--- src/rtl/core/see_pkg.sv ---
// ----------------------------------------------------------------------------
// see_pkg
// shared types and helpers for the string escape encoder
// ----------------------------------------------------------------------------
package see_pkg;

	localparam int unsigned QDepth = 2;
	localparam int unsigned QAw    = $clog2(QDepth);

	localparam logic [7:0] ChBackslash = 8'h5C;
	localparam logic [7:0] ChQuote     = 8'h22;
	localparam logic [7:0] ChX         = 8'h78;
	localparam logic [7:0] CtrlLimit   = 8'h20;

	// escape class of one text byte
	typedef enum logic [1:0] {
		KIND_PLAIN,
		KIND_SHORT,
		KIND_HEX
	} kind_t;

	// classified request passed from front to back
	typedef struct packed {
		kind_t      kind;
		logic [7:0] sym;        // plain byte, escape letter or raw control byte
		logic       string_end;
	} entry_t;

	function automatic logic [7:0] hex_digit(input logic [3:0] nib);
		logic [7:0] r;
		if (nib < 4'd10) begin
			r = 8'h30 + {4'd0, nib};
		end else begin
			r = 8'h57 + {4'd0, nib};
		end
		return r;
	endfunction

endpackage

--- src/rtl/core/see_front.sv ---
// ----------------------------------------------------------------------------
// see_front
// classifies each incoming text byte into plain, short escape or hex escape
// ----------------------------------------------------------------------------
module see_front
	import see_pkg::*;
(
	input  logic [7:0] text_byte,
	input  logic       string_end,
	output entry_t     entry
);

	always_comb begin
		entry.string_end = string_end;
		entry.sym        = text_byte;
		entry.kind       = KIND_PLAIN;
		unique case (text_byte) inside
			8'h0A: begin entry.kind = KIND_SHORT; entry.sym = 8'h6E; end // n
			8'h0D: begin entry.kind = KIND_SHORT; entry.sym = 8'h72; end // r
			8'h09: begin entry.kind = KIND_SHORT; entry.sym = 8'h74; end // t
			8'h08: begin entry.kind = KIND_SHORT; entry.sym = 8'h62; end // b
			8'h0C: begin entry.kind = KIND_SHORT; entry.sym = 8'h66; end // f
			ChQuote,
			ChBackslash: begin
				entry.kind = KIND_SHORT;
			end
			default: begin
				if (text_byte < CtrlLimit) begin
					entry.kind = KIND_HEX;
				end
			end
		endcase
	end

endmodule

--- src/rtl/core/see_queue.sv ---
// ----------------------------------------------------------------------------
// see_queue
// small fifo of classified requests between front and back
// ----------------------------------------------------------------------------
module see_queue
	import see_pkg::*;
(
	input  logic   clk,
	input  logic   arst_n,
	input  logic   push,
	input  entry_t push_data,
	input  logic   pop,
	output entry_t head,
	output logic   empty,
	output logic   full
);

	entry_t            mem_q [QDepth];
	logic [QAw-1:0]    wr_ptr_q;
	logic [QAw-1:0]    rd_ptr_q;
	logic [QAw:0]      count_q;

	assign empty = (count_q == '0);
	assign full  = (count_q == (QAw+1)'(QDepth));
	assign head  = mem_q[rd_ptr_q];

	always_ff @(posedge clk or negedge arst_n) begin
		if (!arst_n) begin
			wr_ptr_q <= '0;
			rd_ptr_q <= '0;
			count_q  <= '0;
		end else begin
			if (push) begin
				wr_ptr_q <= (wr_ptr_q == QAw'(QDepth-1)) ? '0 : wr_ptr_q + 1'b1;
			end
			if (pop) begin
				rd_ptr_q <= (rd_ptr_q == QAw'(QDepth-1)) ? '0 : rd_ptr_q + 1'b1;
			end
			if (push && !pop) begin
				count_q <= count_q + 1'b1;
			end else if (pop && !push) begin
				count_q <= count_q - 1'b1;
			end
		end
	end

	always_ff @(posedge clk) begin
		if (push) begin
			mem_q[wr_ptr_q] <= push_data;
		end
	end

endmodule

--- src/rtl/core/see_back.sv ---
// ----------------------------------------------------------------------------
// see_back
// expands the head request into output bytes, one per cycle while not empty
// ----------------------------------------------------------------------------
module see_back
	import see_pkg::*;
(
	input  logic       clk,
	input  logic       arst_n,
	input  entry_t     head,
	input  logic       empty,
	output logic       pop,
	output logic       strobe,
	output logic [7:0] escaped_byte,
	output logic       run_last,
	output logic       string_done
);

	logic [1:0] idx_q;
	logic [7:0] byte_c;
	logic       last_c;
	logic       strobe_q;
	logic [7:0] byte_q;
	logic       last_q;
	logic       done_q;

	// byte and end-of-run for the current position in the run
	always_comb begin
		byte_c = ChBackslash;
		last_c = 1'b0;
		case (head.kind)
			KIND_PLAIN: begin
				byte_c = head.sym;
				last_c = 1'b1;
			end
			KIND_SHORT: begin
				if (idx_q != 2'd0) begin
					byte_c = head.sym;
					last_c = 1'b1;
				end
			end
			KIND_HEX: begin
				case (idx_q)
					2'd0:    byte_c = ChBackslash;
					2'd1:    byte_c = ChX;
					2'd2:    byte_c = hex_digit(head.sym[7:4]);
					default: begin
						byte_c = hex_digit(head.sym[3:0]);
						last_c = 1'b1;
					end
				endcase
			end
			default: begin
				byte_c = head.sym;
				last_c = 1'b1;
			end
		endcase
	end

	assign pop = !empty && last_c;

	always_ff @(posedge clk or negedge arst_n) begin
		if (!arst_n) begin
			idx_q    <= '0;
			strobe_q <= 1'b0;
		end else begin
			strobe_q <= !empty;
			if (!empty) begin
				idx_q <= last_c ? 2'd0 : idx_q + 2'd1;
			end
		end
	end

	always_ff @(posedge clk) begin
		if (!empty) begin
			byte_q <= byte_c;
			last_q <= last_c;
			done_q <= last_c && head.string_end;
		end
	end

	assign strobe       = strobe_q;
	assign escaped_byte = byte_q;
	assign run_last     = last_q;
	assign string_done  = done_q;

endmodule

--- src/rtl/core/string_escape_encoder_core.sv ---
// ----------------------------------------------------------------------------
// string_escape_encoder_core
// c-style escaping of a byte stream: one text byte in, a run of 1, 2 or 4
// escaped bytes out
// ----------------------------------------------------------------------------
//
// channel   | handshake        | payload
// ----------+------------------+-----------------------------------------
// request   | start / busy     | text_byte[7:0], string_end
// result    | strobe (1 cycle) | escaped_byte[7:0], run_last, string_done
//
// a request is written into the queue at its accepting edge; once it is the
// queue head, its first byte passes the registered output and is strobed
// plain bytes sustain one request per cycle; a short or hex escape holds the
// back end for its whole escaped run, the output byte rate being the limit
// the two-entry queue lets the front keep accepting while the back expands
// busy rises only when the queue is full; results cannot be held off
// reset clears queue pointers, run position and strobe
//
module string_escape_encoder_core
	import see_pkg::*;
(
	input  logic       clk,
	input  logic       arst_n,
	input  logic       start,
	output logic       busy,
	input  logic [7:0] text_byte,
	input  logic       string_end,
	output logic       strobe,
	output logic [7:0] escaped_byte,
	output logic       run_last,
	output logic       string_done
);

	entry_t entry;      // classified request from the front
	entry_t head;       // oldest queued request
	logic   q_empty;
	logic   q_full;
	logic   q_pop;
	logic   accept;

	// front: pure classification of the incoming byte
	see_front u_front (
		.text_byte  (text_byte),
		.string_end (string_end),
		.entry      (entry)
	);

	assign busy   = q_full;
	assign accept = start && !q_full;

	// decoupling queue between classify and expand
	see_queue u_queue (
		.clk       (clk),
		.arst_n    (arst_n),
		.push      (accept),
		.push_data (entry),
		.pop       (q_pop),
		.head      (head),
		.empty     (q_empty),
		.full      (q_full)
	);

	// back: walks each request through its byte run
	see_back u_back (
		.clk          (clk),
		.arst_n       (arst_n),
		.head         (head),
		.empty        (q_empty),
		.pop          (q_pop),
		.strobe       (strobe),
		.escaped_byte (escaped_byte),
		.run_last     (run_last),
		.string_done  (string_done)
	);

endmodule

--- config.mk ---
export PLATFORM = sky130hd
export DESIGN_NAME = string_escape_encoder_core
export DESIGN_NICKNAME = d
export VERILOG_FILES = /design/src/rtl/core/see_pkg.sv /design/src/rtl/core/see_front.sv /design/src/rtl/core/see_queue.sv /design/src/rtl/core/see_back.sv /design/src/rtl/core/string_escape_encoder_core.sv
export SDC_FILE = /design/constraint.sdc
export NUM_CORES = 1
export LEC_CHECK = 0
export BUFFER_PORTS_ARGS = -buffer_cell sky130_fd_sc_hd__buf_2
export CAP_MARGIN = 0
export CORE_UTILIZATION = 62
export CTS_CLUSTER_DIAMETER = 100
export DETAILED_ROUTE_END_ITERATION = 8
export PLACE_DENSITY = 0.87
export SYNTH_ARGS = -nofsm -noshare
export SYNTH_HDL_FRONTEND = slang
export SYNTH_HIERARCHICAL = 1
export SYNTH_SLANG_ARGS = --single-unit
--- constraint.sdc ---
create_clock -name clk -period 3.6 [get_ports clk]
set_input_delay 0.36 -clock clk [delete_from_list [all_inputs] [get_ports clk]]
set_output_delay 0.36 -clock clk [all_outputs]
set_load 0.1 [all_outputs]
==> impl_metrics.tcl <==
set metrics [dict create \
    fp.dieW_um 60.6 \
    grt_max_degree 14 \
    overflow 0 \
    gp_routability_congestion 0.833 \
    async_flop_share_pct 17.9 \
    h-tree-depth 2 \
    cp-end-kind "register" \
    grt_pass1_wl_um 6040 \
    status "completed" \
    post-route-period-util_pct 68.5 \
    reg2regPathDepth 10 \
    route.detailed.drc 0 \
    grt_pass1_vias 1356 \
    io_pins 24 \
    whs_ns 0.205 \
    relSlewSlack_pct 38.3 \
    dieArea_um2 3670 \
    portBuffers 23 \
    via_per_inst 5.76 \
    final_cells 249 \
    synth_area_per_cell_um2 12.0 \
    diodes 0 \
    synthTopCellsByArea "edfxtp_1 45%, dfrtp_1 8.2%, mux2_4 6.4%, ha_1 5.3%, nand2_1 3.0%" \
    finalHoldViolations 0 \
    min_path_type "in -> reg" \
    period_needed_ns 2.47 \
    ys_seq_area_share_pct 53.4 \
    dp_hpwl_um 2630 \
    crit_fanout 11 \
    core_um2 3150 \
    clkTransAtPathRegs_ns 0.12 \
    wl_um 3600 \
    initial_utilization_pct 67.4 \
    synth_top_cell_by_area "edfxtp_1" \
    fin_skew_ns 0.0162 \
    cap_violations 0 \
    path_class "reg -> reg" \
    fin_setup_tns_ns 0 \
    clock-sinks 39 \
    die_h_um 60.6 \
    synth_fp_nets 198 \
    cts_buffer_depth 2 \
    via_count 1435 \
    min_path_cells 1 \
    ys_warn_count 6 \
    cts_made_buffers 5 \
    synth_area_um2 2130 \
    crit_required_ns 3.88 \
    finalSetupViolCount 0 \
    routedWlPerCell_um 14.5 \
    fin_area_um2 2330 \
    cts-root-buf "clkbuf_4" \
    layout.area.seq_um2 1140 \
    row_count 20 \
    synth-seq-cells 39 \
    track_usage_pct 22.8 \
    arrival_ns 2.74 \
    drive_above_1_share_pct 25.9 \
    cp-start-kind "register" \
    fill_cells 232 \
    timing_max_transition_violations_final 0 \
    yosys.area.top_type_share_pct 45.2 \
    synth_cell_type_count 49 \
    drtIter0Drc 88 \
    max_freq_ghz 0.405 \
    final_nets 225 \
    synth_cells 177 \
    firstDrtPassIters 4 \
    dpl-instance-area_um2 2260 \
    synth-edff-count 32 \
    syn2layout_area_growth_pct 9.53 \
    cts_tree "done" \
    rsz0062_at_grt "no" \
    worstMarginPinSlew_ns 0.923 \
    ant_nets 0 \
    worstSkewPairLatency_ns 0.34 \
    antenna_found_initial 0 \
    synth_flop_cell "edfxtp_1" \
    dp.cells 240 \
    multi_input_area_um2 902 \
]
flip-flops by register name (all words and copies together), names as in the netlist:
name	count
u_back/run_last	1
u_back/string_done	1
u_back/escaped_byte	8
u_back/idx_q	2
u_back/strobe	1
u_queue/wr_ptr_q	1
u_queue/mem_q	22
u_queue/count_q	2
u_queue/rd_ptr_q	1
layer usage:
metal / up-vias / GRT usage (%) / wire length, um
met2: 57 / 39.6 / 1890
li1: 696 / - / -
met5: - / 0 / 0
met1: 672 / 25.9 / 1450
met3: 10 / 5.76 / 169
met4: 0 / 12.3 / 90
cell usage in the layout (no fill, tap or decap), types with 4 or more instances in the layout:
cell,instances
clkbuf_4,5
a21oi_1,5
o21ai_0,10
nand2_1,17
inv_1,12
nor2_1,7
xor2_1,4
mux2_4,9
ha_1,9
buf_2,23
o22ai_1,4
nor3_1,5
edfxtp_1,32
nor2b_1,7
dfrtp_1,7
metrics by stage:
| step | util (%) | worst slack (ns) |
|---|---|---|
| floorplan | - | 0.914 |
| global placement | 71.8 | 1.27 |
| detailed placement | 71.8 | 1.16 |
| CTS | 73.8 | 1.15 |
| global route | 73.8 | 0.974 |
| finish | 73.8 | 1.13 |
layout make-up:
cell class,instances,share of cell area (%)
tap,44,2.36
clock buffer,6,1.77
inverter,13,2.10
multi-input combinational,120,38.7
timing repair buffer,25,5.70
clock inverter,2,0.537
sequential,39,48.8
cell usage after synthesis, types with 2 or more instances:
cell type	count
ha_1	9
nand3_1	2
edfxtp_1	32
a31oi_1	3
xnor2_1	3
nor2_1	7
o31ai_1	2
a21boi_0	2
nand2_1	17
nor3_1	5
inv_1	12
mux2_4	9
xor2_1	4
buf_6	2
o22ai_1	4
and2_1	2
mux2_2	3
nor2b_1	7
a21oi_1	5
o21ai_0	10
dfrtp_1	7
or3_1	3
repair_timing:
item	4_1_cts	5_1_grt
endpoints found under the hold margin	7	0
setup buffers	0	0
hold buffers	1	0
gates resized for setup	0	0
worst paths after layout:
path / startpoint / endpoint / slack [ns]
max in group asynchronous: arst_n / u_queue/wr_ptr_q$_DFFE_PN0P_ / 3.04
min in group asynchronous: arst_n / u_queue/rd_ptr_q$_DFFE_PN0P_ / 0.40
hold reg to reg: u_queue/count_q[1]$_DFFE_PN0P_ / u_queue/count_q[1]$_DFFE_PN0P_ / 0.52
hold / removal: string_end / u_queue/mem_q[1][0]$_DFFE_PP_ / 0.21
setup reg to reg: u_queue/rd_ptr_q$_DFFE_PN0P_ / u_queue/count_q[1]$_DFFE_PN0P_ / 1.13
setup / recovery: u_queue/rd_ptr_q$_DFFE_PN0P_ / u_queue/count_q[1]$_DFFE_PN0P_ / 1.13
cell families (layout without fill, tap and decap cells):
kind of cell | Yosys count | in the layout | share of synthesized area, %
AOI/OAI and AO/OA | 38 | 38 | 12.0
buffers and inverters | 18 | 46 | 4.12
xor gates and xnor gates | 7 | 7 | 2.88
DFF | 39 | 39 | 53.4
adders and majority gates | 9 | 9 | 5.30
and+or+nand+nor | 54 | 54 | 14.3
muxes | 12 | 12 | 7.95
critical path: stages, from the launching register on:
cell	delay (ns)
dfrtp_1	0.37
buf_4	0.23
mux2_4	0.33
inv_1	0.06
ha_1	0.31
a221oi_2	0.35
nor2_1	0.12
inv_1	0.08
ha_1	0.25
nor2_1	0.14
xor2_1	0.16
Power is left out: the tool's default activity adds up to more than one toggle a clock period on the data nets, which glitch-free logic cannot reach.
